**src/design/skf_pkg.sv**
```systemverilog
// ----------------------------------------------------------------------------
// skf_pkg
// Shared types, constants and the control store of the scalar Kalman filter.
// ----------------------------------------------------------------------------
package skf_pkg;

  localparam int EST_W      = 32;
  localparam int COV_W      = 32;
  localparam int GAIN_BITS  = 16;
  localparam int GAIN_W     = GAIN_BITS + 1;
  localparam int CFG_IDX_W  = 8;
  localparam int CFG_DATA_W = 32;
  localparam int STEP_W     = 3;
  localparam int DIV_CNT_W  = 5;

  localparam logic [GAIN_W-1:0]    GAIN_ONE      = GAIN_W'(1) << GAIN_BITS;
  localparam logic [DIV_CNT_W-1:0] DIV_LAST      = DIV_CNT_W'(GAIN_BITS);

  // configuration register indexes
  localparam logic [CFG_IDX_W-1:0] REG_PROC_NOISE = 8'd0;
  localparam logic [CFG_IDX_W-1:0] REG_MEAS_NOISE = 8'd1;
  localparam logic [CFG_IDX_W-1:0] REG_INIT_COV   = 8'd2;
  localparam logic [CFG_IDX_W-1:0] REG_INIT_EST   = 8'd3;

  localparam logic [COV_W-1:0] RST_PROC_NOISE = 32'd655;
  localparam logic [COV_W-1:0] RST_MEAS_NOISE = 32'd65536;
  localparam logic [COV_W-1:0] RST_INIT_COV   = 32'd65536;
  localparam logic [EST_W-1:0] RST_INIT_EST   = 32'd0;

  // datapath operations
  localparam logic [2:0] OP_NOP  = 3'd0;
  localparam logic [2:0] OP_PRED = 3'd1;
  localparam logic [2:0] OP_DEN  = 3'd2;
  localparam logic [2:0] OP_DIV  = 3'd3;
  localparam logic [2:0] OP_MUL1 = 3'd4;
  localparam logic [2:0] OP_MUL2 = 3'd5;
  localparam logic [2:0] OP_FIN  = 3'd6;

  // sequencing conditions
  localparam logic [2:0] C_NEXT     = 3'd0;
  localparam logic [2:0] C_WAIT_IN  = 3'd1;
  localparam logic [2:0] C_JMP_DEN0 = 3'd2;
  localparam logic [2:0] C_LOOP_DIV = 3'd3;
  localparam logic [2:0] C_WAIT_OUT = 3'd4;

  // step addresses
  localparam logic [STEP_W-1:0] S_IDLE = 3'd0;
  localparam logic [STEP_W-1:0] S_PRED = 3'd1;
  localparam logic [STEP_W-1:0] S_DEN  = 3'd2;
  localparam logic [STEP_W-1:0] S_DIV  = 3'd3;
  localparam logic [STEP_W-1:0] S_MUL1 = 3'd4;
  localparam logic [STEP_W-1:0] S_MUL2 = 3'd5;
  localparam logic [STEP_W-1:0] S_FIN  = 3'd6;

  typedef struct packed {
    logic              in_rdy;
    logic [2:0]        op;
    logic [2:0]        cond;
    logic [STEP_W-1:0] target;
  } ctrl_t;

  typedef struct packed {
    logic in_fire;
    logic den_zero;
    logic div_last;
    logic out_busy;
  } flags_t;

  function automatic ctrl_t ucode_rom(input logic [STEP_W-1:0] step);
    ctrl_t w;
    case (step)
      S_IDLE:  w = '{in_rdy: 1'b1, op: OP_NOP,  cond: C_WAIT_IN,  target: S_IDLE};
      S_PRED:  w = '{in_rdy: 1'b0, op: OP_PRED, cond: C_NEXT,     target: S_IDLE};
      S_DEN:   w = '{in_rdy: 1'b0, op: OP_DEN,  cond: C_JMP_DEN0, target: S_MUL1};
      S_DIV:   w = '{in_rdy: 1'b0, op: OP_DIV,  cond: C_LOOP_DIV, target: S_DIV};
      S_MUL1:  w = '{in_rdy: 1'b0, op: OP_MUL1, cond: C_NEXT,     target: S_IDLE};
      S_MUL2:  w = '{in_rdy: 1'b0, op: OP_MUL2, cond: C_NEXT,     target: S_IDLE};
      S_FIN:   w = '{in_rdy: 1'b0, op: OP_FIN,  cond: C_WAIT_OUT, target: S_IDLE};
      default: w = '{in_rdy: 1'b0, op: OP_NOP,  cond: C_NEXT,     target: S_IDLE};
    endcase
    return w;
  endfunction

endpackage

```
**src/design/skf_in_if.sv**
```systemverilog
// ----------------------------------------------------------------------------
// skf_in_if
// Sample channel: valid/ready handshake carrying one raw measurement.
// ----------------------------------------------------------------------------
interface skf_in_if #(
  parameter int SAMPLE_BITS = 16
);
  logic                          valid;
  logic                          ready;
  logic signed [SAMPLE_BITS-1:0] measurement;

  modport source (output valid, output measurement, input ready);
  modport sink   (input valid, input measurement, output ready);
endinterface

```
**src/design/skf_out_if.sv**
```systemverilog
// ----------------------------------------------------------------------------
// skf_out_if
// Result channel: filtered estimate, gain used and updated covariance.
// ----------------------------------------------------------------------------
interface skf_out_if;
  logic                                valid;
  logic                                ready;
  logic signed [skf_pkg::EST_W-1:0]   estimate;
  logic        [skf_pkg::GAIN_W-1:0]  gain;
  logic        [skf_pkg::COV_W-1:0]   covariance;

  modport source (output valid, output estimate, output gain, output covariance, input ready);
  modport sink   (input valid, input estimate, input gain, input covariance, output ready);
endinterface

```
**src/design/skf_cfg_if.sv**
```systemverilog
// ----------------------------------------------------------------------------
// skf_cfg_if
// Configuration write channel: register index and write data.
// ----------------------------------------------------------------------------
interface skf_cfg_if;
  logic                              valid;
  logic                              ready;
  logic [skf_pkg::CFG_IDX_W-1:0]    reg_index;
  logic [skf_pkg::CFG_DATA_W-1:0]   wdata;

  modport source (output valid, output reg_index, output wdata, input ready);
  modport sink   (input valid, input reg_index, input wdata, output ready);
endinterface

```
**src/design/skf_seq.sv**
```systemverilog
// ----------------------------------------------------------------------------
// skf_seq
// Microcode sequencer: step counter, control store and conditional jumps.
// ----------------------------------------------------------------------------
module skf_seq (
  input  logic             clk,
  input  logic             rst_n,
  input  skf_pkg::flags_t  flags,
  output skf_pkg::ctrl_t   ctrl
);
  import skf_pkg::*;

  logic [STEP_W-1:0] step_r;
  logic [STEP_W-1:0] step_nxt;
  logic [STEP_W-1:0] step_inc;

  assign ctrl     = ucode_rom(step_r);
  assign step_inc = step_r + STEP_W'(1);

  always_comb begin
    case (ctrl.cond)
      C_NEXT:     step_nxt = step_inc;
      C_WAIT_IN:  step_nxt = flags.in_fire ? step_inc : step_r;
      C_JMP_DEN0: step_nxt = flags.den_zero ? ctrl.target : step_inc;
      C_LOOP_DIV: step_nxt = flags.div_last ? step_inc : ctrl.target;
      C_WAIT_OUT: step_nxt = flags.out_busy ? step_r : ctrl.target;
      default:    step_nxt = S_IDLE;
    endcase
  end

  always_ff @(posedge clk) begin
    if (!rst_n) begin
      step_r <= S_IDLE;
    end else begin
      step_r <= step_nxt;
    end
  end

endmodule

```
**src/design/skf_dp.sv**
```systemverilog
// ----------------------------------------------------------------------------
// skf_dp
// Filter datapath: config registers, state, restoring divider and multipliers.
// ----------------------------------------------------------------------------
module skf_dp #(
  parameter int SAMPLE_BITS = 16,
  parameter int FRAC_BITS   = 16
) (
  input  logic            clk,
  input  logic            rst_n,
  input  skf_pkg::ctrl_t  ctrl,
  output skf_pkg::flags_t flags,
  skf_in_if.sink          in_ch,
  skf_out_if.source       out_ch,
  skf_cfg_if.sink         cfg_ch
);
  import skf_pkg::*;

  localparam int REM_W  = COV_W + 2;
  localparam int DEN_W  = COV_W + 1;
  localparam int DIFF_W = EST_W + 1;
  localparam int PROD_W = DIFF_W + GAIN_W + 1;
  localparam int SUM_W  = EST_W + 4;
  localparam int PC_W   = GAIN_W + COV_W;

  // configuration
  logic [COV_W-1:0] proc_noise_r, meas_noise_r;

  // filter state
  logic signed [EST_W-1:0] est_r;
  logic [COV_W-1:0]        cov_r;

  // working registers
  logic signed [SAMPLE_BITS-1:0] meas_r;
  logic [COV_W-1:0]              nowp_r;
  logic signed [DIFF_W-1:0]      diff_r;
  logic [DEN_W-1:0]              den_r;
  logic [REM_W-1:0]              rem_r;
  logic [GAIN_W-1:0]             quo_r;
  logic [DIV_CNT_W-1:0]          cnt_r;
  logic signed [PROD_W-1:0]      prod_r;
  logic [PC_W-1:0]               pcov_r;

  logic                          out_valid_r;
  logic signed [EST_W-1:0]       out_est_r;
  logic [GAIN_W-1:0]             out_gain_r;
  logic [COV_W-1:0]              out_cov_r;

  logic                     in_fire, cfg_fire, out_busy, fin_go;
  logic signed [63:0]       samp_sh;
  logic signed [EST_W-1:0]  meas_fx;
  logic [COV_W:0]           pred_sum;
  logic [COV_W-1:0]         nowp_nxt;
  logic [DEN_W-1:0]         den_nxt;
  logic                     div_bit;
  logic [REM_W-1:0]         rem_sub;
  logic signed [PROD_W-1:0] gain_ext, diff_ext;
  logic signed [SUM_W-1:0]  est_sum;
  logic signed [EST_W-1:0]  est_sat;
  logic [GAIN_W-1:0]        one_minus_g;

  assign in_ch.ready   = ctrl.in_rdy;
  assign cfg_ch.ready  = 1'b1;
  assign in_fire       = in_ch.valid && ctrl.in_rdy;
  assign cfg_fire      = cfg_ch.valid;
  assign out_busy      = out_valid_r && !out_ch.ready;
  assign fin_go        = (ctrl.op == OP_FIN) && !out_busy;

  // sample to fixed point, saturated to the estimate range
  assign samp_sh = 64'(meas_r) <<< FRAC_BITS;
  always_comb begin
    if (samp_sh > 64'sh7FFF_FFFF) begin
      meas_fx = {1'b0, {(EST_W-1){1'b1}}};
    end else if (samp_sh < -64'sh8000_0000) begin
      meas_fx = {1'b1, {(EST_W-1){1'b0}}};
    end else begin
      meas_fx = samp_sh[EST_W-1:0];
    end
  end

  // predicted covariance, saturated
  assign pred_sum = {1'b0, cov_r} + {1'b0, proc_noise_r};
  assign nowp_nxt = pred_sum[COV_W] ? {COV_W{1'b1}} : pred_sum[COV_W-1:0];
  assign den_nxt  = {1'b0, nowp_r} + {1'b0, meas_noise_r};

  // one restoring division step per cycle
  assign div_bit = rem_r >= {1'b0, den_r};
  assign rem_sub = div_bit ? (rem_r - {1'b0, den_r}) : rem_r;

  assign gain_ext = PROD_W'(signed'({1'b0, quo_r}));
  assign diff_ext = PROD_W'(diff_r);

  // estimate plus floor-shifted correction
  assign est_sum = SUM_W'(est_r) + SUM_W'(prod_r >>> GAIN_BITS);
  always_comb begin
    if (est_sum > SUM_W'(64'sh7FFF_FFFF)) begin
      est_sat = {1'b0, {(EST_W-1){1'b1}}};
    end else if (est_sum < -SUM_W'(64'sh8000_0000)) begin
      est_sat = {1'b1, {(EST_W-1){1'b0}}};
    end else begin
      est_sat = est_sum[EST_W-1:0];
    end
  end

  assign one_minus_g = GAIN_ONE - quo_r;

  assign flags.in_fire  = in_fire;
  assign flags.den_zero = (den_nxt == '0);
  assign flags.div_last = (cnt_r == DIV_LAST);
  assign flags.out_busy = out_busy;

  always_ff @(posedge clk) begin
    if (in_fire) begin
      meas_r <= in_ch.measurement;
    end
    case (ctrl.op)
      OP_PRED: begin
        nowp_r <= nowp_nxt;
        diff_r <= DIFF_W'(meas_fx) - DIFF_W'(est_r);
      end
      OP_DEN: begin
        den_r <= den_nxt;
        rem_r <= REM_W'(nowp_r);
        quo_r <= '0;
        cnt_r <= '0;
      end
      OP_DIV: begin
        rem_r <= {rem_sub[REM_W-2:0], 1'b0};
        quo_r <= {quo_r[GAIN_W-2:0], div_bit};
        cnt_r <= cnt_r + DIV_CNT_W'(1);
      end
      OP_MUL1: begin
        prod_r <= gain_ext * diff_ext;
      end
      OP_MUL2: begin
        pcov_r <= PC_W'(one_minus_g) * PC_W'(nowp_r);
      end
      default: begin
      end
    endcase
    if (fin_go) begin
      out_est_r  <= est_r;
      out_gain_r <= quo_r;
      out_cov_r  <= pcov_r[GAIN_BITS +: COV_W];
    end
  end

  // control, configuration and filter state
  always_ff @(posedge clk) begin
    if (!rst_n) begin
      proc_noise_r <= RST_PROC_NOISE;
      meas_noise_r <= RST_MEAS_NOISE;
      est_r        <= signed'(RST_INIT_EST);
      cov_r        <= RST_INIT_COV;
      out_valid_r  <= 1'b0;
    end else begin
      if (ctrl.op == OP_MUL2) begin
        est_r <= est_sat;
      end
      if (fin_go) begin
        cov_r <= pcov_r[GAIN_BITS +: COV_W];
      end
      if (fin_go) begin
        out_valid_r <= 1'b1;
      end else if (out_ch.ready) begin
        out_valid_r <= 1'b0;
      end
      // initial covariance and estimate only matter as a restart of the state
      if (cfg_fire) begin
        case (cfg_ch.reg_index)
          REG_PROC_NOISE: proc_noise_r <= cfg_ch.wdata;
          REG_MEAS_NOISE: meas_noise_r <= cfg_ch.wdata;
          REG_INIT_COV: begin
            cov_r <= cfg_ch.wdata;
          end
          REG_INIT_EST: begin
            est_r <= signed'(cfg_ch.wdata);
          end
          default: begin
          end
        endcase
      end
    end
  end

  assign out_ch.valid      = out_valid_r;
  assign out_ch.estimate   = out_est_r;
  assign out_ch.gain       = out_gain_r;
  assign out_ch.covariance = out_cov_r;

endmodule

```
**src/design/scalar_kalman_filter_top.sv**
```systemverilog
// ----------------------------------------------------------------------------
// scalar_kalman_filter_top
// One-dimensional fixed-point Kalman filter, microcoded over a shared datapath.
// ----------------------------------------------------------------------------
// in_ch  : one signed raw sample per transaction (valid/ready)
// out_ch : one result per sample: estimate (Q16.16), gain (Q1.16), covariance
// cfg_ch : register writes, index 0 process noise, 1 measurement noise,
//          2 initial covariance, 3 initial estimate; always ready, writes to
//          2 and 3 also reload the stored covariance / estimate
// steps: after the sample transaction the sequencer runs predict, the
//          denominator, the gain divide (a restoring loop of 17 single-bit
//          steps), the two multiplies and the final step that registers the
//          result; with a zero denominator the divider is skipped
// intake: a sample is taken only while the sequencer sits in its idle step,
//          so a new sample waits until the last one has left the final step
// the result register holds a finished result, so the next sample is
//          accepted and worked on while the receiver stalls; the final step
//          waits only if that register is still full
// reset: synchronous, active low; the configuration and filter state
//          return to their default values and no result is pending
// ----------------------------------------------------------------------------
module scalar_kalman_filter_top #(
  parameter int SAMPLE_BITS = 16,
  parameter int FRAC_BITS   = 16
) (
  input  logic       clk,
  input  logic       rst_n,
  skf_in_if.sink     in_ch,
  skf_out_if.source  out_ch,
  skf_cfg_if.sink    cfg_ch
);
  import skf_pkg::*;

  ctrl_t  ctrl;
  flags_t flags;

  skf_seq u_seq (
    .clk   (clk),
    .rst_n (rst_n),
    .flags (flags),
    .ctrl  (ctrl)
  );

  skf_dp #(
    .SAMPLE_BITS (SAMPLE_BITS),
    .FRAC_BITS   (FRAC_BITS)
  ) u_dp (
    .clk    (clk),
    .rst_n  (rst_n),
    .ctrl   (ctrl),
    .flags  (flags),
    .in_ch  (in_ch),
    .out_ch (out_ch),
    .cfg_ch (cfg_ch)
  );

endmodule

```
**src/flat_wrapper.sv**
```systemverilog
// flat-port wrapper written by rule: the top's interface ports become plain ports
module scalar_kalman_filter_top_flat import skf_pkg::*;
#(
  parameter int SAMPLE_BITS = 16,
  parameter int FRAC_BITS   = 16
)
  (clk, rst_n, in_ch_valid, in_ch_measurement, in_ch_ready, out_ch_valid, out_ch_estimate, out_ch_gain, out_ch_covariance, out_ch_ready, cfg_ch_valid, cfg_ch_reg_index, cfg_ch_wdata, cfg_ch_ready);
  skf_in_if #(.SAMPLE_BITS(SAMPLE_BITS)) in_ch_i ();
  skf_out_if out_ch_i ();
  skf_cfg_if cfg_ch_i ();
  input  logic clk;
  input  logic rst_n;
  input wire logic [$bits(in_ch_i.valid)-1:0] in_ch_valid;
  input wire logic [$bits(in_ch_i.measurement)-1:0] in_ch_measurement;
  output wire logic [$bits(in_ch_i.ready)-1:0] in_ch_ready;
  output wire logic [$bits(out_ch_i.valid)-1:0] out_ch_valid;
  output wire logic [$bits(out_ch_i.estimate)-1:0] out_ch_estimate;
  output wire logic [$bits(out_ch_i.gain)-1:0] out_ch_gain;
  output wire logic [$bits(out_ch_i.covariance)-1:0] out_ch_covariance;
  input wire logic [$bits(out_ch_i.ready)-1:0] out_ch_ready;
  input wire logic [$bits(cfg_ch_i.valid)-1:0] cfg_ch_valid;
  input wire logic [$bits(cfg_ch_i.reg_index)-1:0] cfg_ch_reg_index;
  input wire logic [$bits(cfg_ch_i.wdata)-1:0] cfg_ch_wdata;
  output wire logic [$bits(cfg_ch_i.ready)-1:0] cfg_ch_ready;
  assign in_ch_i.valid = in_ch_valid;
  assign in_ch_i.measurement = in_ch_measurement;
  assign in_ch_ready = in_ch_i.ready;
  assign out_ch_valid = out_ch_i.valid;
  assign out_ch_estimate = out_ch_i.estimate;
  assign out_ch_gain = out_ch_i.gain;
  assign out_ch_covariance = out_ch_i.covariance;
  assign out_ch_i.ready = out_ch_ready;
  assign cfg_ch_i.valid = cfg_ch_valid;
  assign cfg_ch_i.reg_index = cfg_ch_reg_index;
  assign cfg_ch_i.wdata = cfg_ch_wdata;
  assign cfg_ch_ready = cfg_ch_i.ready;
  scalar_kalman_filter_top #(.SAMPLE_BITS(SAMPLE_BITS), .FRAC_BITS(FRAC_BITS)) u_core (.clk(clk), .rst_n(rst_n), .in_ch(in_ch_i), .out_ch(out_ch_i), .cfg_ch(cfg_ch_i));
endmodule
```
**config.mk**
```make
export PLATFORM = sky130hd
export DESIGN_NAME = scalar_kalman_filter_top_flat
export DESIGN_NICKNAME = d
export VERILOG_FILES = /design/src/design/skf_pkg.sv /design/src/design/skf_in_if.sv /design/src/design/skf_out_if.sv /design/src/design/skf_cfg_if.sv /design/src/design/skf_seq.sv /design/src/design/skf_dp.sv /design/src/design/scalar_kalman_filter_top.sv /design/src/flat_wrapper.sv
export SDC_FILE = /design/constraint.sdc
export NUM_CORES = 2
export LEC_CHECK = 0
export ABC_CLOCK_PERIOD_IN_PS = 10950
export BUFFER_PORTS_ARGS = -buffer_cell sky130_fd_sc_hd__buf_4
export CAP_MARGIN = 20
export CORE_MARGIN = 2
export CORE_UTILIZATION = 25
export CTS_CLUSTER_DIAMETER = 120
export DETAILED_ROUTE_END_ITERATION = 10
export HOLD_SLACK_MARGIN = 0.1
export PLACE_DENSITY = 0.44
export SLEW_MARGIN = 20
export SYNTH_ARGS = -nofsm -noshare
export SYNTH_HDL_FRONTEND = slang
export SYNTH_SLANG_ARGS = --single-unit
```
**constraint.sdc**
```tcl
create_clock -name clk -period 10.95 [get_ports clk]
set_clock_uncertainty 0.2 [all_clocks]
set_input_delay 2.19 -clock clk [delete_from_list [all_inputs] [get_ports clk]]
set_output_delay 2.19 -clock clk [all_outputs]
set_load 0.05 [all_outputs]
```
Word level (Yosys, flattened, before mapping)
Index checks and enable logic that the tools add are counted.
{"block": "classes", "n_addsub": 8, "n_reduce_logical": 14, "magnitude_cmp": 5, "mux": 22, "mul": 2, "eq_ne": 22}
{"cell": "$mux W32", "n": 10}
{"cell": "$pmux W10 S7", "n": 1}
{"cell": "$pmux W34 S2", "n": 1}
{"cell": "$add A32 B32 Y33", "n": 2}
{"cell": "$mul A18 B33 Y51", "n": 1}
{"cell": "$mul A17 B32 Y48", "n": 1}
{"cell": "$add A32 B35 Y36", "n": 1}
{"cell": "$gt A36 B32 Y1 const B", "n": 1}
{"cell": "$lt A36 B32 Y1 const B", "n": 1}
{"cell": "$ge A34 B33 Y1", "n": 1}
{"cell": "$pmux W17 S2", "n": 1}
{"cell": "$logic_not A33 Y1", "n": 1}
{"cell": "$mux W33", "n": 1}
{"cell": "$sub A32 B32 Y33", "n": 1}
{"cell": "$sub A33 B33 Y33", "n": 1}
{"cell": "$gt A32 B32 Y1 const B", "n": 1}
{"cell": "$lt A32 B32 Y1 const B", "n": 1}
{"cell": "$eq A3 B3 Y1 const B", "n": 7}
{"cell": "$eq A3 B2 Y1 const B", "n": 6}
{"cell": "$sub A17 B17 Y17 const A", "n": 1}
{"cell": "$eq A8 B2 Y1 const B", "n": 2}
{"cell": "$pmux W3 S5", "n": 1}
{"cell": "$mux W3", "n": 4}
{"cell": "$pmux W5 S2", "n": 1}
{"cell": "13 further kinds", "n": 24}
{"block": "totals", "out_inout_bits": 84, "word_cells": 91, "reg_bits": 482, "input_bits": 61}

Depth between registers and ports, before layout
{"block": "depth", "ltp_word": 7, "ltp_mapped": 34, "depth_no_buf": 32}

By module
Synthesis repeated with hierarchy kept, for this count alone.
{"block": "unflattened", "cells_unflattened": 6382, "area_unflattened_um2": 59625.9}
{"module": "skf_dp", "n_inst": 1, "area_each_um2": 59119.2, "seq_area_each_um2": 12131.6, "cells_each": 6315}
{"module": "skf_seq", "n_inst": 1, "area_each_um2": 506.7, "seq_area_each_um2": 60.1, "cells_each": 67}

Worst setup path before layout
Ideal clock, no wire load.
{"block": "synth_timing", "path_type": "register to register", "from": "register u_core.u_dp.quo_r[2]", "to": "register u_core.u_dp.pcov_r[46] (data pin)", "n_path_buf": 2, "synth_period_minus_slack_ns": 8.417, "setup_slack_ns": 2.533, "t_arrival_ns": 7.959, "setup_ns": 0.258, "required_time_ns": 10.492, "stages_incl_launch_ff": 33, "path_cell_list": "edfxtp_1 clkbuf_1 nor3_1 or3b_1 nor3_1 nand2b_1 nor4_1 nand2b_1 nor2_1 xnor2_1 clkbuf_1 nand2_1 fa_1 inv_1 fa_1 fa_1 fa_1 fa_1 inv_1 fa_1 inv_1 ha_1 a21o_1 a21o_1 a21oi_1 o21ai_0 nor4_1 a21oi_1 a211o_1 a41oi_1 o31ai_1 a31oi_1 xnor2_1"}
{"block": "synth_via", "elab_chain_len": 2}
{"item": "from (decl)", "line_no": "skf_dp.sv:39", "text": "logic [GAIN_W-1:0] quo_r;"}
{"item": "from (signal assigned)", "line_no": "skf_dp.sv:129", "text": "quo_r <= {quo_r[GAIN_W-2:0], div_bit};"}
{"item": "$sub A17 B17 Y17", "line_no": "skf_dp.sv:105", "text": "assign one_minus_g = GAIN_ONE - quo_r;"}
{"item": "$mul A17 B32 Y48", "line_no": "skf_dp.sv:136", "text": "pcov_r <= PC_W'(one_minus_g) * PC_W'(nowp_r);"}
{"item": "to (signal assigned)", "line_no": "skf_dp.sv:136"}
{"item": "to (decl)", "line_no": "skf_dp.sv:42", "text": "logic [PC_W-1:0] pcov_r;"}
Every way passes these cells.
A chain may end at the register's enable or synchronous reset.

Worst setup path after layout
{"block": "layout_timing", "from": "register u_core.u_dp.quo_r[1]", "to": "register u_core.u_dp.pcov_r[46] (data pin)"}
Same word-level chain as after synthesis.

==> results.toml <==
[die]
ios = 145
coreArea_um2 = 235000
rows = 178
chipHeight_um = 491
die_area_um2 = 241000
dieWidth_um = 491
start_util = 0.252

[layout]
final_cells = 9634
syn_to_final_growth_pct = 11.3
final_nets = 7872
post_route_cells_drive_above_1_share = 0.0628

[global_routing]
grt_overflow = 0
grt_max_degree = 65
grt_pass1_vias = 46500
antenna_found_initial = 10
grt_usage = 0.161
grt_pass1_wl_um = 296000

[setup_path]
cp.arrival_ns = 10.43
cpPeakStageDelay_ns = 0.65
cp.required_ns = 11.18
rrSetupSlack_ns = 0.75
end_kind = "flip-flop"
start_kind = "flip-flop"
critPathKind = "reg -> reg"
path_max_fanout = 26
worst_path_most_repeated_cell = "fa_1"
slowest_stage = "a21oi_1"

[clock_tree]
cts_buffer_depth = 3
cts-resized-gates = 0
cts_hold_buf = 0
post-cts-setup-buffer-count = 0
cts_tree = "built"
htree_levels = 2
numCtsBuffers = 58
cts_root_buffer = "clkbuf_16"
clkTransAtPathRegs_ns = 0.07
worst_skew_pair.late_latency_ns = 0.69
clock-sinks = 450

[route]
dr.pass1.iters = 5
wl_um = 194000
drc = 0
via_per_inst = 4.52
wire_per_inst_um = 20.2
ant_nets = 0
drtIter0Drc = 2446
via_count = 43500

[sta]
fin_crit_ns = 10.20
drv_slew = 0
slew_headroom = 0.211
hold-worst-slack_ns = 0.259
setup_viol = 0
rsz0062_at_grt = "no"
fmax_mhz = 98.0
finalHoldViolations = 0
fin_setup_tns_ns = 0
min_period_over_period = 0.931
setup_ws_ns = 0.750
tightest_slew_ns = 1.18

[yosys]
synth-xor-area-share = 0.0307
synth_top_flop_cell = "edfxtp_1"
synth_edf_count = 318
netlist_instances = 6441
synth_common_cells = "inv_1 (1253), nand2_1 (1067), fa_1 (984), ha_1 (394), and2_1 (375)"
synth.mux.area_fraction = 0.00781
synth_compound_area_frac = 0.0846
ys_types = 88
ys_ff_latch = 450
yosys.area_share.simple = 0.156
synth_top_area_cell = "fa_1"
yosys_warnings = 0
netlist_top_cells_area = "fa_1 (33%), edfxtp_1 (16%), ha_1 (8.3%)"
synth_top_family_by_area = "adder cells"
syn_nets = 7880
ys_async_sr_fraction = 0
syn_area_um2 = 59300
yosys.area.top_type_share = 0.332
synth_fa_ha_area_frac = 0.415
synth.most_common_cell = "inv_1"
synth_area_per_cell_um2 = 9.20
yosysSeqAreaShare = 0.206

[placed_design]
dp_hpwl_um = 150000
place_inst = 9522
port_buffers = 143
gp_congestion = 0.846
pre_cts_slack_ns = 0.743

[outcome]
outcome = "finished clean"

[min_path]
hold_path_class = "reg -> reg"

[job]
cap_violations = 0
-- final timing paths --
path                                    start                           to  depth (start not counted)
hold reg to reg   u_core.u_dp.meas_noise_r[7]  u_core.u_dp.meas_noise_r[7]                          2
setup / recovery         u_core.u_dp.quo_r[1]       u_core.u_dp.pcov_r[46]                         31
setup reg to reg         u_core.u_dp.quo_r[1]       u_core.u_dp.pcov_r[46]                         31
hold / removal    u_core.u_dp.meas_noise_r[7]  u_core.u_dp.meas_noise_r[7]                          2
-- metrics by stage --
step                      cell area (µm²)  utilization
final                               66000        0.280
after global routing                66000        0.280
after CTS                           66000        0.280
after detailed placement            64000        0.272
after global placement              64000        0.272
after floorplan                     59300            -
-- critical path, delay by kind of cell, from the launching register on --
kind	cells	cell delay (ns)
compound gates	9	2.99
xor+xnor	2	0.37
fa+ha+maj	7	3.05
buf+inv	4	0.61
flops	1	0.42
simple gates	9	2.31
-- sequential cells by signal, indices dropped and copies added (netlist names) --
register and flops:
u_core.u_dp.diff_r 33, u_core.u_dp.cnt_r 5, u_core.u_dp.out_ch.estimate 32, u_core.u_seq.step_r 3
u_core.u_dp.rem_r 34, u_core.u_dp.den_r 33, u_core.u_dp.pcov_r 32, u_core.u_dp.quo_r 17
u_core.u_dp.prod_r 35, u_core.u_dp.cov_r 32, u_core.u_dp.meas_noise_r 32, u_core.u_dp.est_r 32
u_core.u_dp.out_ch.valid 1, u_core.u_dp.meas_r 16, u_core.u_dp.proc_noise_r 32, u_core.u_dp.out_ch.gain 17
u_core.u_dp.nowp_r 32, u_core.u_dp.out_ch.covariance 32
-- area by class of cell --
class,instances,area [µm²]
tap,3150,3940
sequential,450,12200
fill,25200,169000
multi-input combinational,4425,41400
inverter,1254,4710
clock buffer,73,1550
clock inverter,37,388
timing repair buffer,244,1840
antenna,1,2.50
-- layer usage --
layer,routed length [µm],track usage,up-vias
li1,-,-,20100
met1,85200,0.211,22400
met2,96000,0.282,851
met3,6800,0.0140,213
met4,6230,0.0456,0
met5,0,0,-
-- cells in the final DEF (no fill, tap or decap), drive strengths merged, types with 53 or more instances in the layout --
cell type | Yosys | final
a211oi | 53 | 53
a21o | 71 | 71
a21oi | 275 | 275
and2 | 375 | 375
buf | 29 | 244
clkbuf | 283 | 73
dfxtp | 132 | 132
edfxtp | 318 | 318
fa | 984 | 984
ha | 394 | 394
inv | 1254 | 1262
nand2 | 1067 | 1067
nand3 | 91 | 91
nor2 | 200 | 200
nor3 | 60 | 60
o21ai | 168 | 168
xnor2 | 141 | 141
xor2 | 67 | 67
-- cells by family after synthesis --
| kind of cell | Yosys count |
|---|---|
| buffers and inverters | 1566 |
| AO/OA/AOI/OAI | 789 |
| adder cells (fa/ha/maj) | 1378 |
| XOR/XNOR | 208 |
| flip-flops | 450 |
| other | 1 |
| AND/OR/NAND/NOR | 2003 |
| multiplexers | 46 |
Power is not shown: default switching activity piles up to over one toggle a cycle in this logic, so the estimate is an artifact.
